==> src/rtl/acrr_pkg.sv <==
// Shared constants, beat types and the slot-to-mux helper function of the ADC channel scanner.
`timescale 1ns / 1ps

package acrr_pkg;

   localparam int CHANNEL_SLOTS = 11;
   localparam int SAMPLE_BITS   = 10;

   localparam int MODE_BITS     = 1;
   localparam int SAMPLE_W      = 10;
   localparam int CHANNEL_W     = 4;
   localparam int READ_W        = 10;
   localparam int MUX_W         = 4;
   localparam int MASK_W        = 11;

   localparam int SLOT_BITS     = 4;
   localparam int SCAN_BITS     = SLOT_BITS + 1;

   localparam int REQ_TDATA_W   = 16;
   localparam int RSP_TDATA_W   = 16;

   localparam logic [MASK_W-1:0]    ENABLE_RESET  = 11'h7FF;
   localparam logic [MASK_W-1:0]    SLOT_MASK_ALL = MASK_W'((1 << CHANNEL_SLOTS) - 1);
   localparam logic [SLOT_BITS-1:0] SLOT_REF      = 4'd9;
   localparam logic [SLOT_BITS-1:0] SLOT_GND      = 4'd10;
   localparam logic [MUX_W-1:0]     MUX_REF       = 4'd14;
   localparam logic [MUX_W-1:0]     MUX_GND       = 4'd15;

   typedef enum logic [MODE_BITS-1:0] {
      MODE_CONVERT = 1'b0,
      MODE_READ    = 1'b1
   } mode_type;

   typedef struct packed {
      mode_type               mode;
      logic [SAMPLE_W-1:0]    sample;
      logic [CHANNEL_W-1:0]   channel;
   } req_item_type;

   typedef struct packed {
      logic [READ_W-1:0]      read_value;
      logic                   known_channel;
      logic [MUX_W-1:0]       next_mux;
   } rsp_item_type;

   function automatic logic [MUX_W-1:0] mux_code(input logic [SLOT_BITS-1:0] slot);
      logic [MUX_W-1:0] code;
      begin
         if (slot == SLOT_REF) begin
            code = MUX_REF;
         end else if (slot == SLOT_GND) begin
            code = MUX_GND;
         end else begin
            code = MUX_W'(slot);
         end
         return code;
      end
   endfunction

endpackage

==> src/rtl/acrr_scan_core.sv <==
// Scan state, result store, next-enabled-slot search and result formation.
`timescale 1ns / 1ps

module acrr_scan_core
   import acrr_pkg::*;
(
   input  logic                 clock,
   input  logic                 reset,
   input  logic                 csr_wr_en,
   input  logic [MASK_W-1:0]    csr_wr_data,
   input  logic                 fire,
   input  req_item_type         item,
   output rsp_item_type         result
);

   logic [MASK_W-1:0]      enable_mask_ff;
   logic [SLOT_BITS-1:0]   current_slot_ff;
   logic [SLOT_BITS-1:0]   current_slot_in;
   logic [SAMPLE_BITS-1:0] store_ff [CHANNEL_SLOTS];
   logic [MASK_W-1:0]      active;
   logic [SLOT_BITS-1:0]   found_slot;
   logic                   do_convert;
   logic                   do_write;
   logic                   known;

   assign active = enable_mask_ff & SLOT_MASK_ALL;

   always_comb begin
      logic [SCAN_BITS-1:0] cand;
      found_slot = current_slot_ff;
      for (int k = CHANNEL_SLOTS; k >= 1; k--) begin
         cand = SCAN_BITS'(current_slot_ff) + SCAN_BITS'(k);
         if (cand >= SCAN_BITS'(CHANNEL_SLOTS)) begin
            cand = cand - SCAN_BITS'(CHANNEL_SLOTS);
         end
         if (active[cand[SLOT_BITS-1:0]]) begin
            found_slot = cand[SLOT_BITS-1:0];
         end
      end
   end

   assign do_convert = fire && (item.mode == MODE_CONVERT) && (active != '0);
   assign do_write   = do_convert && (SCAN_BITS'(current_slot_ff) < SCAN_BITS'(CHANNEL_SLOTS));
   assign current_slot_in = do_convert ? found_slot : current_slot_ff;
   assign known = (item.mode == MODE_READ) &&
                  (SCAN_BITS'(item.channel) < SCAN_BITS'(CHANNEL_SLOTS));

   always_comb begin
      result.read_value    = '0;
      result.known_channel = known;
      result.next_mux      = mux_code(current_slot_in);
      if (known) begin
         result.read_value = READ_W'(store_ff[item.channel[SLOT_BITS-1:0]]);
      end
   end

   always_ff @(posedge clock) begin
      if (reset) begin
         enable_mask_ff  <= ENABLE_RESET;
         current_slot_ff <= '0;
         for (int s = 0; s < CHANNEL_SLOTS; s++) begin
            store_ff[s] <= '0;
         end
      end else begin
         if (csr_wr_en) begin
            enable_mask_ff <= csr_wr_data;
         end
         current_slot_ff <= current_slot_in;
         if (do_write) begin
            store_ff[current_slot_ff] <= SAMPLE_BITS'(item.sample);
         end
      end
   end

endmodule

==> src/rtl/adc_round_robin_channel_scanner.sv <==
// Top level of the ADC round-robin channel scanner: input and result registers.
//
//   channel  dir  tdata (low bit up)                      tuser
//   req_     in   sample[9:0], channel[13:10], pad        mode
//   rsp_     out  read_value[9:0], next_mux[13:10], pad   known_channel
//   csr_     in   enable_mask[10:0] on csr_wr_data         -
//
// One beat a cycle sustained while rsp_tready is high.
// The slot search and store update sit between the input and result registers.
// Reset clears the store, selects slot 0 and enables all eleven slots.
// A stalled result holds in its register; the input register keeps taking beats
// as long as the result register drains.
`timescale 1ns / 1ps

module adc_round_robin_channel_scanner
   import acrr_pkg::*;
(
   input  logic                    clock,
   input  logic                    reset,
   input  logic                    req_tvalid,
   output logic                    req_tready,
   input  logic [REQ_TDATA_W-1:0]  req_tdata,   // sample[9:0], channel[13:10], zero pad
   input  logic                    req_tuser,   // mode
   output logic                    rsp_tvalid,
   input  logic                    rsp_tready,
   output logic [RSP_TDATA_W-1:0]  rsp_tdata,   // read_value[9:0], next_mux[13:10], zero pad
   output logic                    rsp_tuser,   // known_channel
   input  logic                    csr_wr_en,
   input  logic [MASK_W-1:0]       csr_wr_data
);

   logic          in_valid_ff;
   req_item_type  in_item_ff;
   req_item_type  in_item_in;
   logic          out_valid_ff;
   rsp_item_type  out_item_ff;
   rsp_item_type  core_result;
   logic          advance;
   logic          take;

   assign advance    = in_valid_ff && (!out_valid_ff || rsp_tready);
   assign req_tready = !in_valid_ff || advance;
   assign take       = req_tvalid && req_tready;

   always_comb begin
      in_item_in.mode    = mode_type'(req_tuser);
      in_item_in.sample  = req_tdata[SAMPLE_W-1:0];
      in_item_in.channel = req_tdata[SAMPLE_W+CHANNEL_W-1:SAMPLE_W];
   end

   acrr_scan_core u_core (
      .clock       (clock),
      .reset       (reset),
      .csr_wr_en   (csr_wr_en),
      .csr_wr_data (csr_wr_data),
      .fire        (advance),
      .item        (in_item_ff),
      .result      (core_result)
   );

   always_ff @(posedge clock) begin
      if (reset) begin
         in_valid_ff  <= 1'b0;
         out_valid_ff <= 1'b0;
      end else begin
         if (take) begin
            in_valid_ff <= 1'b1;
         end else if (advance) begin
            in_valid_ff <= 1'b0;
         end
         if (advance) begin
            out_valid_ff <= 1'b1;
         end else if (rsp_tready) begin
            out_valid_ff <= 1'b0;
         end
      end
   end

   always_ff @(posedge clock) begin
      if (take) begin
         in_item_ff <= in_item_in;
      end
      if (advance) begin
         out_item_ff <= core_result;
      end
   end

   assign rsp_tvalid = out_valid_ff;
   assign rsp_tuser  = out_item_ff.known_channel;
   assign rsp_tdata  = {(RSP_TDATA_W - READ_W - MUX_W)'(0), out_item_ff.next_mux,
                        out_item_ff.read_value};

endmodule
==> config.mk <==
export PLATFORM = sky130hd
export DESIGN_NAME = adc_round_robin_channel_scanner
export DESIGN_NICKNAME = d
export VERILOG_FILES = /design/src/rtl/acrr_pkg.sv /design/src/rtl/acrr_scan_core.sv /design/src/rtl/adc_round_robin_channel_scanner.sv
export SDC_FILE = /design/constraint.sdc
export NUM_CORES = 1
export LEC_CHECK = 0
export ABC_AREA = 0
export BUFFER_PORTS_ARGS = -buffer_cell sky130_fd_sc_hd__buf_4
export CAP_MARGIN = 25
export CELL_PAD_IN_SITES_DETAIL_PLACEMENT = 1
export CELL_PAD_IN_SITES_GLOBAL_PLACEMENT = 1
export CORE_MARGIN = 10
export CORE_UTILIZATION = 39
export CTS_CLUSTER_SIZE = 16
export DETAILED_ROUTE_END_ITERATION = 6
export PLACE_DENSITY_LB_ADDON = 0.1
export SETUP_SLACK_MARGIN = 0.05
export SLEW_MARGIN = 20
export SYNTH_ARGS = -nofsm -noshare
export SYNTH_HDL_FRONTEND = slang
export SYNTH_SLANG_ARGS = --single-unit
==> constraint.sdc <==
create_clock -name clock -period 5.57 [get_ports clock]
set_clock_uncertainty 0.1 [all_clocks]
set_input_delay 0.557 -clock clock [delete_from_list [all_inputs] [get_ports clock]]
set_output_delay 0.557 -clock clock [all_outputs]
set_load 0.03 [all_outputs]
==> impl_metrics.yaml, run 1 <==
clock_network:
  postCtsSetupRepairBufs: 0
  cts.reportedPaths.clkPinSlew_ns: 0.07
  cts_resized: 0
  clk_latency_ns: 0.43
  cts_tree: "built"
  cts_made_buffers: 17
  h-tree-depth: 4
  cts_hold_buf: 0
  cts_buffer_depth: 2
  cts-root-buf: "clkbuf_16"
  clock-sinks: 157
min_path:
  hold_path_class: "in -> reg"
  min_to: "in_item_ff[8]"
  hold_depth: 1
  hold_start: "req_tdata[4]"
sta:
  max_freq_mhz: 192
  setup_tns_ns: 0
  min_period_over_period: 0.936
  layout_min_cycle_time_ns: 5.21
  setup_viol_count_final: 0
  slew-limit-headroom: 0.312
  tightest_slew_ns: 1.03
  hold_viol_final: 0
  grt_setup_unrepaired: "no"
  report.final.slew_viol_count: 0
drt:
  drc: 0
  vias: 10100
  drt-total-wl_um: 40900
  postRouteAntennaNets: 0
  avgRoutedWirePerCell_um: 24.7
  drt_iter0_drc: 1045
  viasPerCell: 6.11
  first_pass_iters: 5
synthesis:
  syn_area_sq_um: 11600
  synth_enable_flop_cells: 130
  ys.flop_type: "edfxtp_1"
  synth_warnings: 0
  seq_area_frac_synth: 0.383
  synth.avg_cell_area_sq_um: 9.31
  syn_inst: 1246
  ys_ff_latch: 157
  synthDistinctLibCells: 104
  async_flop_share: 0
die:
  die_y_um: 192
  rows: 63
  ioPinCount: 52
  dieArea_sq_um: 37000
  die_w_um: 192
  initial_utilization: 0.394
  core_area_sq_um: 29500
grt:
  grt_usage: 0.220
  grt_remaining_overflow: 0
  gr-usage-met2: 0.328
  grt_max_degree: 91
  grtUsageMet1: 0.326
  grt_pass1_vias: 10200
  busiest_layer: "met2"
  grt_pass1_wl_um: 62800
  grt_use_met3: 0.0318
  antenna_found_initial: 4
pwr:
  power_w: 0.00419
  p_leak_nw: 4.77
  clockPowerShare: 0.300
  vdd_drop_max_mv: 0.197
  p_int_w: 0.00266
  p_switching_w: 0.00154
  p_seq_frac: 0.326
  sw_frac_of_total: 0.366
  powerDensity_nw_per_um2: 323
  comb_power_share: 0.373
finish:
  area_growth_pct: 12.0
  fin_area_sq_um: 13000
  num-nets-final: 1304
  antenna_cells: 0
  drive_gt1_frac: 0.157
  fin_util: 0.441
  stdcell_count: 1657
  final_cell_mix: "159 x nor2_1, 130 x edfxtp_1, 114 x nand2_1"
  final_common_cell: "nor2_1"
setup_path:
  cp_num_buf_inv: 1
  r2r_end: "rsp_tdata[12]"
  worstRegToRegCells: 14
  cp_top_family: "compound AO/OA/AOI/OAI gates"
  cp-end-kind: "flip-flop"
  timing.rr.start: "u_core.current_slot_ff[1]"
  path_cells: "buf_4, ha_1, xor2_2, a211oi_2, and3_1, or2_1, a2111oi_0, o41ai_2, or2_1, a211oi_1, a2111oi_1, o31a_1, xor2_1, a21bo_1"
  startpoint_type: "flip-flop"
  path_common_cell: "or2_1"
  criticalPathCategory: "reg -> reg"
  crit_path_max_fanout: 25
  ff2ff_setup_slack_ns: 0.36
  crit_arrival_ns: 5.30
  cp_slowest_cell: "xor2_2"
  crit_required_ns: 5.65
  critical_path.max_stage_delay_ns: 0.55
place:
  portBuffers: 47
  placed_area_sq_um: 12400
  dp.cells: 1625
  place_hpwl_um: 29100
  gp_congestion: 0.978
job:
  maxCapViolCount: 0
run_status:
  run_status: "finished, final reports clean"
-- metal layers --
| metal | vias to the layer above | share of wire |
|---|---|---|
| met5 | - | 0 |
| met4 | 0 | 0.020 |
| met3 | 52 | 0.059 |
| met2 | 301 | 0.43 |
| met1 | 5073 | 0.49 |
| li1 | 4698 | - |
-- synth_stat cells, types with 8 or more instances --
cell / number / area share
nor2_1: 159 / 0.051
edfxtp_1: 130 / 0.34
nand2_1: 114 / 0.037
mux2i_1: 61 / 0.053
clkbuf_1: 58 / 0.019
a21oi_1: 51 / 0.022
o21ai_0: 47 / 0.020
inv_1: 37 / 0.012
nor3_1: 32 / 0.014
o211ai_1: 30 / 0.019
dfxtp_1: 27 / 0.047
nand3_1: 25 / 0.011
nand2b_1: 24 / 0.013
and2_1: 23 / 0.012
mux4_2: 23 / 0.045
buf_2: 22 / 0.0095
o22ai_1: 22 / 0.012
and3_1: 17 / 0.0092
ha_1: 17 / 0.018
a211oi_1: 16 / 0.010
xnor2_1: 16 / 0.012
a21o_1: 14 / 0.0091
nor2b_1: 14 / 0.0075
a22oi_1: 13 / 0.0084
nand4_1: 13 / 0.0070
nor4_1: 12 / 0.0065
o21ai_1: 12 / 0.0052
a211o_1: 9 / 0.0068
a311oi_1: 8 / 0.0060
a31oi_1: 8 / 0.0043
buf_1: 8 / 0.0026
nand3b_1: 8 / 0.0052
o31ai_1: 8 / 0.0052
-- power by group through the flow --
stage	clock (W)	sequential (W)	combinational (W)
4_1_cts	0.00127	0.00137	0.00154
3_3_place_gp	0	0.00139	0.00152
5_1_grt	0.00133	0.00137	0.00168
3_5_place_dp	0	0.00139	0.00153
6_report	0.00126	0.00137	0.00157
2_1_floorplan	0	0.00137	0.00109
-- sequential cells by signal, summed over array words and instances (netlist names) --
register,flops
u_core.active,11
rsp_tdata,14
u_core.current_slot_ff,4
in_valid_ff,1
in_item_ff,15
u_core.store_ff,110
rsp_tuser,1
rsp_tvalid,1
-- worst max-delay path by stage --
stage                                          from       endpoint  slack [ns]  cells after the start
final                     u_core.current_slot_ff[1]  rsp_tdata[12]        0.36                     14
after global routing      u_core.current_slot_ff[1]  rsp_tdata[12]        0.14                     14
after CTS                 u_core.current_slot_ff[1]  rsp_tdata[12]        0.47                     14
after detailed placement  u_core.current_slot_ff[1]  rsp_tdata[12]        0.51                     14
after global placement    u_core.current_slot_ff[1]  rsp_tdata[12]        0.57                     14
after floorplan           u_core.current_slot_ff[0]  rsp_tdata[12]        0.80                     19
-- final cells by class --
cell class | instances | area, sq um
fill | 3379 | 16500
multi-input combinational | 952 | 6550
sequential | 157 | 4450
timing repair buffer | 87 | 716
tap | 390 | 488
clock buffer | 17 | 425
clock inverter | 15 | 211
inverter | 39 | 146
-- worst register-to-register path, delay by kind of cell, from the launching register on --
family | cells | cell delay [ns]
adder cells (fa/ha/maj) | 1 | 0.52
flip-flops | 1 | 0.33
buffers and inverters | 1 | 0.36
AO/OA/AOI/OAI | 7 | 2.05
XOR/XNOR | 2 | 0.75
AND/OR/NAND/NOR | 3 | 0.85
-- cells by family after synthesis --
| group | count (synthesis) | share of synthesized area |
|---|---|---|
| muxes | 93 | 0.106 |
| other | 1 | 0.000323 |
| AOI/OAI and AO/OA | 344 | 0.222 |
| buffers and inverters | 138 | 0.0528 |
| adders and majority gates | 17 | 0.0183 |
| xor gates and xnor gates | 25 | 0.0237 |
| and+or+nand+nor | 471 | 0.194 |
| DFF | 157 | 0.383 |
-- through the flow --
stage | hold WS [ns] | setup WS [ns]
floorplan | 0.360 | 0.799
global placement | 0.375 | 0.572
detailed placement | 0.385 | 0.514
CTS | 0.187 | 0.472
global route | 0.182 | 0.140
finish | 0.198 | 0.355
(Power assumes the default switching activity.)
==> run 2, diff against run 1 <==
--- a/config.mk
+++ b/config.mk
@@ -12,6 +12,7 @@
 export CELL_PAD_IN_SITES_GLOBAL_PLACEMENT = 1
 export CORE_MARGIN = 10
 export CORE_UTILIZATION = 39
+export CTS_BUF_LIST = sky130_fd_sc_hd__clkbuf_8
 export CTS_CLUSTER_SIZE = 16
 export DETAILED_ROUTE_END_ITERATION = 6
 export PLACE_DENSITY_LB_ADDON = 0.1
==> impl_metrics.yaml, run 2 (synthesized netlist as in run 1, its figures left out) <==
run_status:
  run_status: "finished, final reports clean"
min_path:
  hold_path_class: "in -> reg"
  hold_depth: 1
sta:
  tightest_slew_ns: 1.02
  max_freq_mhz: 192
  setup_viol_count_final: 0
  setup_ws_ns: 0.366
  min_period_over_period: 0.934
  report.final.slew_viol_count: 0
  hold_viol_final: 0
  layout_min_cycle_time_ns: 5.20
  grt_setup_unrepaired: "no"
  setup_tns_ns: 0
  slew-limit-headroom: 0.321
clock_network:
  clk_latency_ns: 0.46
  cts-root-buf: "clkbuf_8"
  cts_buffer_depth: 2
  cts_hold_buf: 0
  cts_resized: 0
  clock-sinks: 157
  cts.reportedPaths.clkPinSlew_ns: 0.09
  cts_made_buffers: 17
  cts_tree: "built"
  h-tree-depth: 4
  postCtsSetupRepairBufs: 0
drt:
  avgRoutedWirePerCell_um: 24.4
  drt_iter0_drc: 867
  postRouteAntennaNets: 0
  first_pass_iters: 6
  vias: 10100
  drc: 0
  viasPerCell: 6.10
  drt-total-wl_um: 40500
setup_path:
  crit_required_ns: 5.69
  worstRegToRegCells: 14
  crit_arrival_ns: 5.32
  cp_slowest_cell: "xor2_2"
  path_common_cell: "or2_1"
  critical_path.max_stage_delay_ns: 0.55
  cp-end-kind: "flip-flop"
  criticalPathCategory: "reg -> reg"
  crit_path_max_fanout: 25
  startpoint_type: "flip-flop"
  path_cells: "buf_4, ha_1, xor2_2, a211oi_2, and3_1, or2_1, a2111oi_0, o41ai_2, or2_1, a211oi_1, a2111oi_1, o31a_1, xor2_1, a21bo_1"
finish:
  drive_gt1_frac: 0.157
  largest_reg_flops: 110
  final_cell_mix: "159 x nor2_1, 130 x edfxtp_1, 114 x nand2_1"
  regMostFlops: "u_core.store_ff"
  area_growth_pct: 10.3
  final_common_cell: "nor2_1"
  antenna_cells: 0
  num-nets-final: 1304
die:
  rows: 63
  die_y_um: 192
  initial_utilization: 0.394
  core_area_sq_um: 29500
  ioPinCount: 52
  die_w_um: 192
  dieArea_sq_um: 37000
pwr:
  vdd_drop_max_mv: 0.146
  p_leak_nw: 4.69
  powerDensity_nw_per_um2: 304
grt:
  grt_pass1_wl_um: 62500
  grt_usage: 0.219
  grt_max_degree: 91
  grt_pass1_vias: 10200
  antenna_found_initial: 2
  grt_remaining_overflow: 0
place:
  portBuffers: 47
  dp_slack_ns: 0.514
  place_hpwl_um: 29100
  gp_congestion: 0.978
job:
  maxCapViolCount: 0
## run 2: cell counts in the layout (fill, tap and decap cells not counted)
No cell type changed its count.
## run 2: final cells by class
cell class | count | area [sq um]
Fill cell | 3400 | 16700
Multi-Input combinational cell | 952 | 6550
Sequential cell | 157 | 4450
Timing Repair Buffer | 87 | 716
Tap cell | 390 | 488
Clock buffer | 17 | 234
Clock inverter | 15 | 211
Inverter | 39 | 146
## run 2: path summary, 6_finish.rpt
kind,start,endpoint,slack [ns]
hold / removal,req_tdata[0],in_item_ff[4],0.17
setup reg to reg,u_core.current_slot_ff[1],rsp_tdata[12],0.37
setup / recovery,u_core.current_slot_ff[1],rsp_tdata[12],0.37
hold reg to reg,u_core.store_ff[10][6],u_core.store_ff[10][6],0.40
## run 2: routing by layer
layer	vias up	global-route usage	wire length [um]
li1	4696	-	-
met1	5063	0.326	19900
met2	306	0.324	17400
met3	49	0.0266	2420
met4	0	0.0617	828
met5	-	0	0
## run 2: critical path, delay by kind of cell, from the launching register on
kind                       cells  cell delay (ns)
buffers and inverters          1             0.35
and+or+nand+nor                3             0.86
adders and majority gates      1             0.50
xor gates and xnor gates       2             0.75
DFF                            1             0.34
AOI/OAI and AO/OA              7             2.05
## run 2: where the power goes
part,switching (W),internal (W),total (W)
clock,0.000459,0.000496,0.000956
combinational,0.000986,0.000578,0.00156
sequential,0.0000465,0.00132,0.00137
total,0.00149,0.00239,0.00389
## run 2: through the flow
stage	power, W	util	hold WS (ns)	cell area [sq um]	cells
final	0.00389	0.434	0.166	12800	1657
after floorplan	0.00247	-	0.360	11600	1247
after CTS	0.00388	0.434	0.136	12800	1657
after global routing	0.00408	0.434	0.143	12800	1657
after global placement	0.00291	0.419	0.375	12400	1625
after detailed placement	0.00292	0.419	0.385	12400	1625
